$ cat src/rtl/core/pressure_event_detector_unit_assert.svh
// Assertion macros shared by the pressure event detector modules
`ifndef PRESSURE_EVENT_DETECTOR_UNIT_ASSERT_SVH
`define PRESSURE_EVENT_DETECTOR_UNIT_ASSERT_SVH

// same-cycle implication, checked outside reset
`define PED_ASSERT_IMPL(lbl, ante, cons) \
   lbl: assert property (@(posedge clock) disable iff (reset) (ante) |-> (cons)) \
      else $error("pressure event detector check failed");

// next-cycle implication, checked outside reset
`define PED_ASSERT_NEXT(lbl, ante, cons) \
   lbl: assert property (@(posedge clock) disable iff (reset) (ante) |=> (cons)) \
      else $error("pressure event detector check failed");

`endif

$ cat src/rtl/core/ped_pkg.sv
// Types and constants of the pressure event detector
package ped_pkg;

   // input word
   typedef struct packed {
      logic [22:0] pressure;
      logic [31:0] time_ms;
   } req_type;

   // result word
   typedef struct packed {
      logic               event_active;
      logic signed [31:0] filtered_slope;
      logic [30:0]        threshold;
   } rsp_type;

   // divider status towards the sequencer
   typedef struct packed {
      logic busy;
      logic done;
   } div_status_type;

   // sequencer states
   typedef enum logic [3:0] {
      ST_IDLE,
      ST_SLOPE,
      ST_FILT,
      ST_THR,
      ST_THR2,
      ST_NORM_LO,
      ST_NORM_SUM,
      ST_MEAN_GO,
      ST_MEAN_W,
      ST_DEV_GO,
      ST_DEV_W,
      ST_EVENT,
      ST_WRITE
   } state_type;

   // register indexes
   localparam logic [1:0] CSR_MULT  = 2'd0;
   localparam logic [1:0] CSR_HOLD  = 2'd1;
   localparam logic [1:0] CSR_DECAY = 2'd2;

   // register reset values
   localparam logic [15:0] MULT_RST  = 16'd1536;
   localparam logic [15:0] HOLD_RST  = 16'd1500;
   localparam logic [24:0] DECAY_RST = 25'd16775538;

   // filter coefficients, Q2.16, signs folded in
   localparam logic signed [25:0] COEF_B0  = 26'sd4421;
   localparam logic signed [25:0] COEF_B1  = 26'sd8841;
   localparam logic signed [25:0] COEF_B2  = 26'sd4421;
   localparam logic signed [25:0] COEF_NA1 = 26'sd74906;
   localparam logic signed [25:0] COEF_NA2 = -26'sd27053;

   // shared multiplier operand widths
   localparam int MUL_AW = 33;
   localparam int MUL_BW = 26;
   localparam int MUL_PW = MUL_AW + MUL_BW;

endpackage

$ cat src/rtl/core/ped_mul.sv
// Shared signed multiplier with registered product
module ped_mul (
   input  logic                                   clock,
   input  logic signed [ped_pkg::MUL_AW-1:0]      mul_a,
   input  logic signed [ped_pkg::MUL_BW-1:0]      mul_b,
   output logic signed [ped_pkg::MUL_PW-1:0]      mul_p
);

   logic signed [ped_pkg::MUL_PW-1:0] prod_ff;
   logic signed [ped_pkg::MUL_PW-1:0] prod_in;

   // one product per cycle
   always_comb begin
      prod_in = ped_pkg::MUL_PW'(mul_a) * ped_pkg::MUL_PW'(mul_b);
   end

   always_ff @(posedge clock) begin
      prod_ff <= prod_in;
   end

   assign mul_p = prod_ff;

endmodule

$ cat src/rtl/core/ped_div.sv
// Shared unsigned restoring divider, one quotient bit per cycle
`include "pressure_event_detector_unit_assert.svh"
module ped_div #(
   parameter int DW = 50,
   parameter int DV = 43
) (
   input  logic                    clock,
   input  logic                    reset,
   input  logic                    start,
   input  logic [DW-1:0]           dividend,
   input  logic [DV-1:0]           divisor,
   output logic [DW-1:0]           quotient,
   output ped_pkg::div_status_type status
);

   localparam int CW = $clog2(DW + 1);

   logic [DW-1:0] quo_ff, quo_in;
   logic [DV-1:0] rem_ff, rem_in;
   logic [DV-1:0] dsr_ff, dsr_in;
   logic [CW-1:0] cnt_ff, cnt_in;
   logic          busy_ff, busy_in;
   logic          done_ff, done_in;
   logic [DV:0]   trial;

   // shift-subtract step
   always_comb begin
      quo_in  = quo_ff;
      rem_in  = rem_ff;
      dsr_in  = dsr_ff;
      cnt_in  = cnt_ff;
      busy_in = busy_ff;
      done_in = 1'b0;
      trial   = {rem_ff, quo_ff[DW-1]};
      if (start) begin
         quo_in  = dividend;
         rem_in  = '0;
         dsr_in  = divisor;
         cnt_in  = CW'(DW);
         busy_in = 1'b1;
      end else if (busy_ff) begin
         if (trial >= {1'b0, dsr_ff}) begin
            rem_in = DV'(trial - {1'b0, dsr_ff});
            quo_in = {quo_ff[DW-2:0], 1'b1};
         end else begin
            rem_in = DV'(trial);
            quo_in = {quo_ff[DW-2:0], 1'b0};
         end
         cnt_in = cnt_ff - CW'(1);
         if (cnt_ff == CW'(1)) begin
            busy_in = 1'b0;
            done_in = 1'b1;
         end
      end
   end

   always_ff @(posedge clock) begin
      if (reset) begin
         busy_ff <= 1'b0;
         done_ff <= 1'b0;
         cnt_ff  <= '0;
      end else begin
         busy_ff <= busy_in;
         done_ff <= done_in;
         cnt_ff  <= cnt_in;
      end
      quo_ff <= quo_in;
      rem_ff <= rem_in;
      dsr_ff <= dsr_in;
   end

   assign quotient    = quo_ff;
   assign status.busy = busy_ff;
   assign status.done = done_ff;

   `PED_ASSERT_IMPL(a_no_restart, start, !busy_ff)
   `PED_ASSERT_NEXT(a_start_busy, start, busy_ff)
   `PED_ASSERT_IMPL(a_done_idle, done_ff, !busy_ff)

endmodule

$ cat src/rtl/core/pressure_event_detector_unit.sv
// Pressure event detector: sequencer around a shared multiplier and divider.
// The first sample after reset only primes the detector and goes straight to the output word; later samples
// wait on three bit-serial divisions (slope, mean step, deviation step) on one divider, the slope
// division being skipped when no time has passed, and skip the norm update states when the norm holds.
// The next sample is accepted from the cycle after the word loads, not before; a stalled word holds it.
// Reset (synchronous, active high) restores registers and detector state.
`include "pressure_event_detector_unit_assert.svh"
module pressure_event_detector_unit #(
   parameter int FRAC_BITS = 16
) (
   input  logic             clock,
   input  logic             reset,
   input  logic             req_valid,
   output logic             req_stall,
   input  ped_pkg::req_type req_data,
   output logic             rsp_valid,
   input  logic             rsp_stall,
   output ped_pkg::rsp_type rsp_data,
   input  logic             csr_we,
   input  logic [1:0]       csr_index,
   input  logic [24:0]      csr_data
);

   localparam int DW = 34 + FRAC_BITS;
   localparam int DV = 43;
   localparam logic [39:0] NORM_ONE = 40'd1 << FRAC_BITS;
   localparam logic [31:0] MAD_RST  = 32'd2 << FRAC_BITS;

   ped_pkg::state_type state_ff, state_in;
   logic [2:0]         cnt_ff, cnt_in;
   logic               primed_ff, primed_in;
   logic [22:0]        last_p_ff, last_p_in;
   logic [31:0]        last_t_ff, last_t_in;
   logic signed [31:0] sh_ff [0:2];
   logic signed [31:0] sh_in [0:2];
   logic signed [31:0] fh_ff [0:2];
   logic signed [31:0] fh_in [0:2];
   logic [39:0]        norm_ff, norm_in;
   logic signed [31:0] mean_ff, mean_in;
   logic [31:0]        mad_ff, mad_in;
   logic               in_event_ff, in_event_in;
   logic               bp_ff, bp_in;
   logic [31:0]        rt_ff, rt_in;
   logic [15:0]        mult_ff, mult_in;
   logic [15:0]        hold_ff, hold_in;
   logic [24:0]        decay_ff, decay_in;
   logic signed [55:0] acc_ff, acc_in;
   logic [30:0]        thr_ff, thr_in;
   logic               slow_ff, slow_in;
   logic               neg_ff, neg_in;
   logic               zero_ff, zero_in;
   logic [40:0]        phi_ff, phi_in;
   logic               rsp_valid_ff, rsp_valid_in;
   ped_pkg::rsp_type   rsp_ff, rsp_in;

   logic signed [ped_pkg::MUL_AW-1:0] mul_a;
   logic signed [ped_pkg::MUL_BW-1:0] mul_b;
   logic signed [ped_pkg::MUL_PW-1:0] mul_p;
   logic                    div_start;
   logic [DW-1:0]           div_dividend;
   logic [DV-1:0]           div_divisor;
   logic [DW-1:0]           div_q;
   ped_pkg::div_status_type div_st;

   // scratch values of the sequencer
   logic signed [23:0] dp;
   logic [22:0]        adp;
   logic [32:0]        dp_k;
   logic [31:0]        dt;
   logic signed [55:0] rnd;
   logic signed [55:0] shr;
   logic [39:0]        thr_raw;
   logic [32:0]        mag;
   logic [41:0]        nsum;
   logic signed [33:0] dd;
   logic [32:0]        dabs;
   logic signed [34:0] d2;
   logic [33:0]        d2abs;
   logic signed [DW+1:0] qs;
   logic signed [DW+1:0] acc2;
   logic               accept;

   ped_mul u_mul (
      .clock (clock),
      .mul_a (mul_a),
      .mul_b (mul_b),
      .mul_p (mul_p)
   );

   ped_div #(.DW(DW), .DV(DV)) u_div (
      .clock    (clock),
      .reset    (reset),
      .start    (div_start),
      .dividend (div_dividend),
      .divisor  (div_divisor),
      .quotient (div_q),
      .status   (div_st)
   );

   // sign and magnitude to saturated 32-bit signed
   function automatic logic signed [31:0] sat_sm(input logic neg, input logic [DW-1:0] q);
      logic signed [31:0] r;
      r = 32'sd0;
      if (neg) begin
         if (q >= DW'(33'h080000000)) r = 32'sh80000000;
         else                         r = -$signed(q[31:0]);
      end else begin
         if (q >= DW'(33'h080000000)) r = 32'sh7FFFFFFF;
         else                         r = $signed(q[31:0]);
      end
      return r;
   endfunction

   assign accept    = req_valid && !req_stall;
   assign req_stall = (state_ff != ped_pkg::ST_IDLE);
   assign rsp_valid = rsp_valid_ff;
   assign rsp_data  = rsp_ff;

   // sequencer: next state and datapath
   always_comb begin
      state_in     = state_ff;
      cnt_in       = cnt_ff;
      primed_in    = primed_ff;
      last_p_in    = last_p_ff;
      last_t_in    = last_t_ff;
      sh_in        = sh_ff;
      fh_in        = fh_ff;
      norm_in      = norm_ff;
      mean_in      = mean_ff;
      mad_in       = mad_ff;
      in_event_in  = in_event_ff;
      bp_in        = bp_ff;
      rt_in        = rt_ff;
      mult_in      = mult_ff;
      hold_in      = hold_ff;
      decay_in     = decay_ff;
      acc_in       = acc_ff;
      thr_in       = thr_ff;
      slow_in      = slow_ff;
      neg_in       = neg_ff;
      zero_in      = zero_ff;
      phi_in       = phi_ff;
      rsp_valid_in = rsp_valid_ff;
      rsp_in       = rsp_ff;
      mul_a        = '0;
      mul_b        = '0;
      div_start    = 1'b0;
      div_dividend = '0;
      div_divisor  = '0;

      dp      = $signed({1'b0, req_data.pressure}) - $signed({1'b0, last_p_ff});
      adp     = dp[23] ? 23'(-dp) : dp[22:0];
      dp_k    = {adp, 10'b0} - {6'b0, adp, 4'b0} - {7'b0, adp, 3'b0};
      dt      = req_data.time_ms - last_t_ff;
      rnd     = acc_ff + 56'sd32768;
      shr     = rnd >>> 16;
      thr_raw = mul_p[47:8];
      mag     = fh_ff[0][31] ? 33'(-{fh_ff[0][31], fh_ff[0]}) : {1'b0, fh_ff[0]};
      nsum    = {1'b0, phi_ff} + 42'(mul_p[48:24]) + {2'b0, NORM_ONE};
      dd      = $signed({{2{fh_ff[0][31]}}, fh_ff[0]}) - $signed({{2{mean_ff[31]}}, mean_ff});
      dabs    = dd[33] ? 33'(-dd) : dd[32:0];
      d2      = $signed({2'b0, dabs}) - $signed({3'b0, mad_ff});
      d2abs   = d2[34] ? 34'(-d2) : d2[33:0];
      qs      = neg_ff ? -$signed({2'b0, div_q}) : $signed({2'b0, div_q});
      acc2    = '0;

      // output register frees when its word is taken
      if (rsp_valid_ff && !rsp_stall) rsp_valid_in = 1'b0;

      // register writes
      if (csr_we) begin
         unique case (csr_index)
            ped_pkg::CSR_MULT:  mult_in  = csr_data[15:0];
            ped_pkg::CSR_HOLD:  hold_in  = csr_data[15:0];
            ped_pkg::CSR_DECAY: decay_in = csr_data;
            default: ;
         endcase
      end

      unique case (state_ff)
         ped_pkg::ST_IDLE: begin
            if (accept) begin
               last_p_in = req_data.pressure;
               last_t_in = req_data.time_ms;
               if (!primed_ff) begin
                  primed_in = 1'b1;
                  thr_in    = '0;
                  state_in  = ped_pkg::ST_WRITE;
               end else begin
                  neg_in       = dp[23];
                  zero_in      = (dt == 32'd0);
                  div_start    = (dt != 32'd0);
                  div_dividend = DW'(dp_k) << FRAC_BITS;
                  div_divisor  = DV'({dt, 6'b0});
                  state_in     = ped_pkg::ST_SLOPE;
               end
            end
         end
         ped_pkg::ST_SLOPE: begin
            if (zero_ff || div_st.done) begin
               sh_in[2] = sh_ff[1];
               sh_in[1] = sh_ff[0];
               sh_in[0] = zero_ff ? 32'sd0 : sat_sm(neg_ff, div_q);
               fh_in[2] = fh_ff[1];
               fh_in[1] = fh_ff[0];
               acc_in   = '0;
               cnt_in   = 3'd0;
               state_in = ped_pkg::ST_FILT;
            end
         end
         ped_pkg::ST_FILT: begin
            // one tap per cycle, product summed in the cycle after
            case (cnt_ff)
               3'd0: begin mul_a = 33'(fh_ff[1]); mul_b = ped_pkg::COEF_NA1; end
               3'd1: begin mul_a = 33'(fh_ff[2]); mul_b = ped_pkg::COEF_NA2; end
               3'd2: begin mul_a = 33'(sh_ff[0]); mul_b = ped_pkg::COEF_B0;  end
               3'd3: begin mul_a = 33'(sh_ff[1]); mul_b = ped_pkg::COEF_B1;  end
               3'd4: begin mul_a = 33'(sh_ff[2]); mul_b = ped_pkg::COEF_B2;  end
               default: ;
            endcase
            if (cnt_ff != 3'd0) acc_in = acc_ff + 56'(mul_p);
            cnt_in = cnt_ff + 3'd1;
            if (cnt_ff == 3'd5) state_in = ped_pkg::ST_THR;
         end
         ped_pkg::ST_THR: begin
            // round half up, saturate
            if (shr > 56'sh7FFFFFFF)       fh_in[0] = 32'sh7FFFFFFF;
            else if (shr < -56'sh80000000) fh_in[0] = 32'sh80000000;
            else                           fh_in[0] = shr[31:0];
            mul_a    = $signed({1'b0, mad_ff});
            mul_b    = $signed({10'b0, mult_ff});
            state_in = ped_pkg::ST_THR2;
         end
         ped_pkg::ST_THR2: begin
            thr_in  = (thr_raw > 40'h7FFFFFFF) ? 31'h7FFFFFFF : thr_raw[30:0];
            slow_in = !(mag < {2'b0, thr_in});
            if (mag < {2'b0, thr_in}) begin
               mul_a    = $signed(33'(norm_ff[39:24]));
               mul_b    = $signed({1'b0, decay_ff});
               state_in = ped_pkg::ST_NORM_LO;
            end else begin
               state_in = ped_pkg::ST_MEAN_GO;
            end
         end
         ped_pkg::ST_NORM_LO: begin
            phi_in   = mul_p[40:0];
            mul_a    = $signed(33'(norm_ff[23:0]));
            mul_b    = $signed({1'b0, decay_ff});
            state_in = ped_pkg::ST_NORM_SUM;
         end
         ped_pkg::ST_NORM_SUM: begin
            norm_in  = (nsum > 42'hFFFFFFFFFF) ? 40'hFFFFFFFFFF : nsum[39:0];
            state_in = ped_pkg::ST_MEAN_GO;
         end
         ped_pkg::ST_MEAN_GO: begin
            neg_in       = dd[33];
            div_start    = 1'b1;
            div_dividend = DW'(dabs) << FRAC_BITS;
            div_divisor  = slow_ff ? {norm_ff, 3'b0} : DV'(norm_ff);
            state_in     = ped_pkg::ST_MEAN_W;
         end
         ped_pkg::ST_MEAN_W: begin
            if (div_st.done) begin
               acc2 = $signed((DW+2)'(mean_ff)) + qs;
               if (acc2 > (DW+2)'(32'sh7FFFFFFF))       mean_in = 32'sh7FFFFFFF;
               else if (acc2 < -(DW+2)'(33'sh80000000)) mean_in = 32'sh80000000;
               else                                      mean_in = acc2[31:0];
               state_in = ped_pkg::ST_DEV_GO;
            end
         end
         ped_pkg::ST_DEV_GO: begin
            neg_in       = d2[34];
            div_start    = 1'b1;
            div_dividend = DW'(d2abs) << FRAC_BITS;
            div_divisor  = slow_ff ? {norm_ff, 3'b0} : DV'(norm_ff);
            state_in     = ped_pkg::ST_DEV_W;
         end
         ped_pkg::ST_DEV_W: begin
            if (div_st.done) begin
               acc2 = $signed({{(DW-30){1'b0}}, mad_ff}) + qs;
               if (acc2 < 0)                                          mad_in = '0;
               else if (acc2 > $signed({{(DW-30){1'b0}}, 32'hFFFFFFFF})) mad_in = '1;
               else                                                   mad_in = acc2[31:0];
               state_in = ped_pkg::ST_EVENT;
            end
         end
         ped_pkg::ST_EVENT: begin
            // start above threshold, release after hold time below
            if (mag > {2'b0, thr_ff}) begin
               in_event_in = 1'b1;
               bp_in       = 1'b1;
            end else if (in_event_ff) begin
               if (bp_ff) begin
                  rt_in = last_t_ff;
                  bp_in = 1'b0;
               end
               if ((last_t_ff - (bp_ff ? last_t_ff : rt_ff)) > {16'b0, hold_ff})
                  in_event_in = 1'b0;
            end
            state_in = ped_pkg::ST_WRITE;
         end
         ped_pkg::ST_WRITE: begin
            if (!rsp_valid_ff || !rsp_stall) begin
               rsp_in.event_active   = in_event_ff;
               rsp_in.filtered_slope = fh_ff[0];
               rsp_in.threshold      = thr_ff;
               rsp_valid_in          = 1'b1;
               state_in              = ped_pkg::ST_IDLE;
            end
         end
         default: state_in = ped_pkg::ST_IDLE;
      endcase
   end

   always_ff @(posedge clock) begin
      if (reset) begin
         state_ff     <= ped_pkg::ST_IDLE;
         cnt_ff       <= '0;
         primed_ff    <= 1'b0;
         last_p_ff    <= '0;
         last_t_ff    <= '0;
         for (int i = 0; i < 3; i++) begin
            sh_ff[i] <= '0;
            fh_ff[i] <= '0;
         end
         norm_ff      <= NORM_ONE;
         mean_ff      <= '0;
         mad_ff       <= MAD_RST;
         in_event_ff  <= 1'b0;
         bp_ff        <= 1'b0;
         rt_ff        <= '0;
         mult_ff      <= ped_pkg::MULT_RST;
         hold_ff      <= ped_pkg::HOLD_RST;
         decay_ff     <= ped_pkg::DECAY_RST;
         thr_ff       <= '0;
         slow_ff      <= 1'b0;
         neg_ff       <= 1'b0;
         zero_ff      <= 1'b0;
         rsp_valid_ff <= 1'b0;
      end else begin
         state_ff     <= state_in;
         cnt_ff       <= cnt_in;
         primed_ff    <= primed_in;
         last_p_ff    <= last_p_in;
         last_t_ff    <= last_t_in;
         sh_ff        <= sh_in;
         fh_ff        <= fh_in;
         norm_ff      <= norm_in;
         mean_ff      <= mean_in;
         mad_ff       <= mad_in;
         in_event_ff  <= in_event_in;
         bp_ff        <= bp_in;
         rt_ff        <= rt_in;
         mult_ff      <= mult_in;
         hold_ff      <= hold_in;
         decay_ff     <= decay_in;
         thr_ff       <= thr_in;
         slow_ff      <= slow_in;
         neg_ff       <= neg_in;
         zero_ff      <= zero_in;
         rsp_valid_ff <= rsp_valid_in;
      end
      acc_ff <= acc_in;
      phi_ff <= phi_in;
      rsp_ff <= rsp_in;
   end

   `PED_ASSERT_IMPL(a_div_done_wait, div_st.done, (state_ff == ped_pkg::ST_SLOPE) || (state_ff == ped_pkg::ST_MEAN_W) || (state_ff == ped_pkg::ST_DEV_W))
   `PED_ASSERT_NEXT(a_prime_direct, accept && !primed_ff, state_ff == ped_pkg::ST_WRITE)
   `PED_ASSERT_NEXT(a_write_loads, (state_ff == ped_pkg::ST_WRITE) && (!rsp_valid_ff || !rsp_stall), rsp_valid_ff && (state_ff == ped_pkg::ST_IDLE))

endmodule
$ cat config.mk
export PLATFORM = sky130hd
export DESIGN_NAME = pressure_event_detector_unit
export DESIGN_NICKNAME = d
export VERILOG_FILES = /design/src/rtl/core/ped_pkg.sv /design/src/rtl/core/ped_mul.sv /design/src/rtl/core/ped_div.sv /design/src/rtl/core/pressure_event_detector_unit.sv
export VERILOG_INCLUDE_DIRS = /design/src /design/src/rtl/core
export SDC_FILE = /design/constraint.sdc
export NUM_CORES = 2
export LEC_CHECK = 0
export BUFFER_PORTS_ARGS = -buffer_cell sky130_fd_sc_hd__buf_2
export CAP_MARGIN = 10
export CORE_MARGIN = 2
export CORE_UTILIZATION = 40
export CTS_CLUSTER_SIZE = 12
export DETAILED_ROUTE_END_ITERATION = 16
export HOLD_SLACK_MARGIN = 0.06
export SLEW_MARGIN = 20
export SYNTH_ARGS = -nofsm -noshare
export SYNTH_HDL_FRONTEND = slang
export SYNTH_SLANG_ARGS = --single-unit
$ cat constraint.sdc
create_clock -name clock -period 14.65 [get_ports clock]
set_input_delay 0.7325 -clock clock [delete_from_list [all_inputs] [get_ports clock]]
set_output_delay 0.7325 -clock clock [all_outputs]
set_load 0.01 [all_outputs]
* Word level (Yosys, flattened, before mapping)
Cells that the tools add are included.
** Word-level totals
- Register bits :: 846
- Input port bits :: 87
- Output and inout bits :: 66
** Operators by class
- Add/subtract/negate cells :: 22
- $mul :: 1
- $lt $le $gt $ge :: 13
- Equal/unequal tests :: 29
- Muxes and demuxes :: 72
- Bitwise operators :: 2
- Reductions and logical operators :: 40
** Operators by type and width (count)
- two-way mux 32 bit :: 11
- one-hot mux 26 bit (4 select lines) :: 2
- one-hot mux 33 bit (5 select lines) :: 1
- one-hot mux 50 bit (3 select lines) :: 1
- one-hot mux 33 bit (4 select lines) :: 1
- two-way mux 56 bit :: 2
- one-hot mux 56 bit (2 select lines) :: 1
- two-way mux 50 bit :: 2
- two-way mux 49 bit :: 2
- two-way mux 31 bit :: 3
- two-way mux 43 bit :: 2
- one-hot mux 43 bit (2 select lines) :: 1
- two-way mux 38 bit :: 2
- two-way mux 33 bit :: 2
- negator 33 bit :: 2
- subtractor 32 bit :: 2
- one-hot mux 31 bit (2 select lines) :: 1
- adder 56 x 17 -> 56 bit, second input constant :: 1
- adder 56 bit :: 1
- multiplier 33 x 26 -> 56 bit :: 1
- adder 32 x 52 -> 52 bit :: 1
- adder 33 x 52 -> 52 bit :: 1
- greater-than comparator 52 x 32 -> 1 bit, second input constant :: 1
- greater-than comparator 52 x 33 -> 1 bit, second input constant :: 1
- other kinds (69) :: 134

* Longest topological paths before layout
- Depth after elaboration :: 9
- Gate-level depth with buffers :: 55
- Gate-level depth less buffers :: 51

* By module
A second synthesis with hierarchy kept.
** Second synthesis, totals
- Cells, all modules :: 11087
- Area, all modules :: 92982.9 µm²
** By module, submodules not included
- pressure_event_detector_unit :: instances 1, cells each 6833, area an instance 53084.7 µm²
- ped_mul :: instances 1, cells each 3403, area an instance 31340.1 µm²
- ped_div :: instances 1, cells each 851, area an instance 8558.2 µm²

* Worst setup path after synthesis
OpenSTA, ideal clock, no wires.
- Kind :: flip-flop to flip-flop
- From :: reg fh_ff[70] (netlist bit)
- To :: reg u_mul.prod_ff (netlist bit u_mul.mul_p[55])
- Setup time :: 72 ps
- Arrival :: 12260 ps
- Data required time :: 14578 ps
- Path slack :: 2318 ps
- Stages on the path, launching flop included :: 52
- Buffers on the path :: 5
- Clock period less this slack :: 12332 ps
- Path through :: dfxtp_1 -> or4_1 -> or3_1 -> or2_2 -> nor2_1 -> nand2_1 -> o21ai_0 -> xnor2_1 -> ha_1 -> a21o_1 -> a21o_1 -> a21o_1 -> a21o_1 -> a21o_1 -> a21o_1 -> a21o_1 -> a21oi_1 -> o2111ai_1 -> [16 not listed] -> inv_1 -> fa_1 -> inv_1 -> ha_1 -> clkbuf_1 -> a21o_1 -> a21o_1 -> a221o_1 -> a221oi_1 -> o21a_1 -> o22ai_1 -> a221o_1 -> a211o_1 -> a31oi_1 -> a311oi_1 -> a221o_1 -> a21oi_1 -> xnor2_1
** Between the ends
- Word-level cells in the longest chain between the ends :: 6
** Ends and longest elaborated chain
- start, declared :: line pressure_event_detector_unit.sv:36 : logic signed [31:0] fh_ff [0:2];
- start signal, assigned :: line pressure_event_detector_unit.sv:347 : fh_ff <= fh_in;
- negator 33 bit :: line pressure_event_detector_unit.sv:158 : mag = fh_ff[0][31] ? 33'(-{fh_ff[0][31], fh_ff[0]}) : {1'b0, fh_ff[0]};
- two-way mux 33 bit (*) :: line pressure_event_detector_unit.sv:158
- less-than comparator 33 x 31 -> 1 bit (*) :: line pressure_event_detector_unit.sv:237 : if (mag < {2'b0, thr_in}) begin
- two-way mux 16 bit / two-way mux 25 bit (equally long branches) :: line pressure_event_detector_unit.sv:237
- one-hot mux 33 bit (4 select lines) / one-hot mux 26 bit (4 select lines) (equally long branches) :: line pressure_event_detector_unit.sv:180 : unique case (state_ff)
- multiplier 33 x 26 -> 56 bit (*) :: line ped_mul.sv:14 : prod_in = ped_pkg::MUL_PW'(mul_a) * ped_pkg::MUL_PW'(mul_b);
- net u_mul.prod_in, one bit :: line ped_mul.sv:10 : logic signed [ped_pkg::MUL_PW-1:0] prod_in;
- end signal, assigned :: line ped_mul.sv:18 : prod_ff <= prod_in;
- end, declared :: line ped_mul.sv:9 : logic signed [ped_pkg::MUL_PW-1:0] prod_ff;
Mark *: on every way through the listed nets, which the timed path passes. The rest lies on a longest branch.
A chain may end at the register's enable or synchronous reset.

* Final worst setup path
Ends and elaborated chain as after synthesis.

==> results.md <==
* Clock latency on the worst-skew pair at 0.80 ns
* Ys flop type: dfxtp_1
* Sequential Power Share at 0.157
* Setup TNS at 0 ns
* Vias in the first global route at 75423
* GR Overflow Total at 0
* Max Freq at 71.57 MHz
* Hold path cells at 3
* Async S/R FF share, synth at 0
* VDD IR-drop max at 0.4262 mV
* WP data arrival at 14.69 ns
* Crit path kind: reg2reg
* Power Density at 206.6 nW/um^2
* Synthesized instance count at 10681
* Status: finished clean
* Antenna Nets Post-Route at 0
* RSZ-0062 raised after global routing: no
* Overall Global Routing Usage at 0.2744
* IO Port Bufs at 152
* Post-Route WL at 315.8 mm
* Final Hold Viols at 0
* Cell count along the critical path at 47
* Most common cell on crit path: a21o_1
* Die height at 475.9 um
* Final Cycle Share at 0.9538
* Synthesis Warnings at 0
* CTS Root Buffer Type: clkbuf_16
* Routed len/inst at 23.09 um
* Row count at 173
* Post-Layout Inst Area at 96450 sq um
* Post-synth top area cell: fa_1
* Static Leak at 0.04234 uW
* Fin worst setup slack at 0.6768 ns
* Area grow syn2layout at 8.262%
* CP required at 15.37 ns
* # DRC at 0
* I/O pin total at 153
* Slew Limit Fails at 0
* Die area at 226500 sq um
* Cts hold-fix bufs at 0
* Overall die width at 475.9 um
* Layout Skew at 0.08570 ns
* Drt first pass iters at 6
* Critical path's slowest cell: nand2_1
* Dominant cells by area after synthesis: fa_1, dfxtp_1, ha_1
* Post-Place Cell Area at 93200 sq um
* CTS Buf Count at 97
* Max_slew headroom at 0.07354
* CTS tree: built
* Std-Cell Core Area at 221900 sq um
* Iter 0 DRT Violations at 6793
* Avg Inst Size Synth at 8.341 sq um
* Post-synth EDFFs at 254
* Leading cell types in the layout, fill and taps excluded: nand2_1, inv_1, nor2_1, fa_1, a21oi_1
* Starting Density at 0.4015
* Clk sinks at 846
* Final min period at 13.97 ns
* Distinct cell type count after synthesis at 106
* Via count at 77585
* # nets final at 12233
* Yosys top cell area share at 0.1966
* Max clock buf depth at 3
* Gpl congestion at 0.9659
* Routed vias/inst at 5.673
* Mapped Area at 89090 sq um
* Commonest non-fill, non-tap cell in the layout: nand2_1
* FF+latch count, synth at 846
* Slew @ Worst Pin at 1.368 ns
* Max capacitance violation total at 0
* R2R depth at 47
* Detail Placement HPWL at 251.9 mm
* Worst min-delay path class: in2reg
* Pre-CTS setup slack at 0.8553 ns
* Final setup viols at 0
* Combinational power share at 0.717
* Seq/Total Area, Yosys at 0.2186
* Worst path top cell family by delay: compound AO/OA/AOI/OAI gates
* Post-CTS Resized at 0
* Global-route wire length before repair at 471.9 mm
* Crit path max fanout at 32
* Internal at 9344 uW
* Psw at 10580 uW
* Worst path max stage delay at 0.72 ns
* Clock power frac at 0.125
* CP endpoint kind: register
* Largest net degree at the start of global routing at 188
* WP buf/inv at 4
* Critical Path Source Type: register
* Hold WS at 0.2077 ns
* Sw Ratio at 0.5310
* Layout cells sized above 1 at 0.05778
* Clock transition at the registers of the reported paths at 0.06 ns
* Antenna violations before repair at 11
* H-tree depth at 3
* Setup Fix Bufs, Post-CTS at 0
area by class of cell:
cell class                 instances  area [sq um]
multi-input combinational       7991         62840
clock buffer                     143          2784
timing repair buffer             330          2120
tap                             2975          3722
sequential                       846         19490
inverter                        1344          5047
fill                           21948        125400
clock inverter                    41         437.9
antenna                            6         15.01
cells in the mapped netlist (all sizes together) (89+ instances only):
cell    instances
a211oi        150
edfxtp        254
o21a           99
xor2          198
a21oi         769
nor3          134
a21o          271
nand2        1439
mux2i          89
nor2          961
inv          1344
o21ai         397
fa            875
nand3         125
dfxtp         592
xnor2         408
ha            661
clkbuf        451
a22oi          97
nand2b         97
path summary, 6_finish.rpt:
path,from,end,slack (ns)
worst max-delay path,fh_ff[70]$_SDFFE_PP0P_,u_mul.mul_p[55]$_DFF_P_,0.68
worst min-delay path,csr_data[16],decay_ff[16]$_SDFFE_PP1P_,0.21
worst max register to register,fh_ff[70]$_SDFFE_PP0P_,u_mul.mul_p[55]$_DFF_P_,0.68
worst min register to register,sh_ff[47]$_SDFFE_PP0P_,sh_ff[15]$_SDFFE_PP0P_,0.44
routing by layer:
metal  part of all wire  routed length (um)  up-vias  GRT usage
li1                   -                   -    35822          -
met5            0.00013                  40        -          0
met2               0.46              146200     2915     0.4465
met4              0.060               18990        6     0.1469
met3              0.065               20380      628    0.03199
met1               0.41              130100    38214     0.3569
flip-flops by register name (all words and copies together) (netlist names), 32 cells and up:
register        cells
acc_ff             56
fh_ff              96
last_t_ff          32
mad_ff             32
mean_ff            32
norm_ff            40
phi_ff             41
rsp_data           64
rt_ff              32
sh_ff              96
u_div.dsr_ff       43
u_div.quotient     50
u_div.rem_ff       43
u_mul.mul_p        56
per-stage QoR:
stage | utilization | std cells | total power (uW)
floorplan | - | 10688 | 13270
global placement | 0.4200 | 13485 | 17110
detailed placement | 0.4200 | 13485 | 17220
CTS | 0.4346 | 13669 | 19810
global route | 0.4347 | 13671 | 21410
finish | 0.4347 | 13676 | 19920
worst reg2reg max path: cells and delay by family (launching register included):
kind                     cells  cell delay [ns]
AND/OR/NAND/NOR             10             3.29
adder cells (fa/ha/maj)      9             4.37
flip-flops                   1             0.40
buffers and inverters        4             0.63
AO/OA/AOI/OAI               22             4.99
XOR/XNOR                     2             0.26
logic make-up after synthesis:
logic type               after synthesis  share of synthesized area
AND/OR/NAND/NOR                     3295                     0.1638
other                                  2                 0.00008430
flip-flops                           846                     0.2186
XOR/XNOR                             606                    0.05958
AO/OA/AOI/OAI                       2448                     0.1781
adder cells (fa/ha/maj)             1536                     0.2895
buffers and inverters               1851                    0.07934
multiplexers                          97                    0.01101
power groups by stage:
stage / logic (uW) / registers, uW / clock network [uW]
6_report: 14300 / 3140 / 2490
5_1_grt: 15600 / 3170 / 2620
4_1_cts: 14100 / 3130 / 2540
3_5_place_dp: 14000 / 3180 / 0
3_3_place_gp: 13900 / 3170 / 0
2_1_floorplan: 10300 / 2990 / 0
Note: power is estimated with default switching activity, not from simulation.
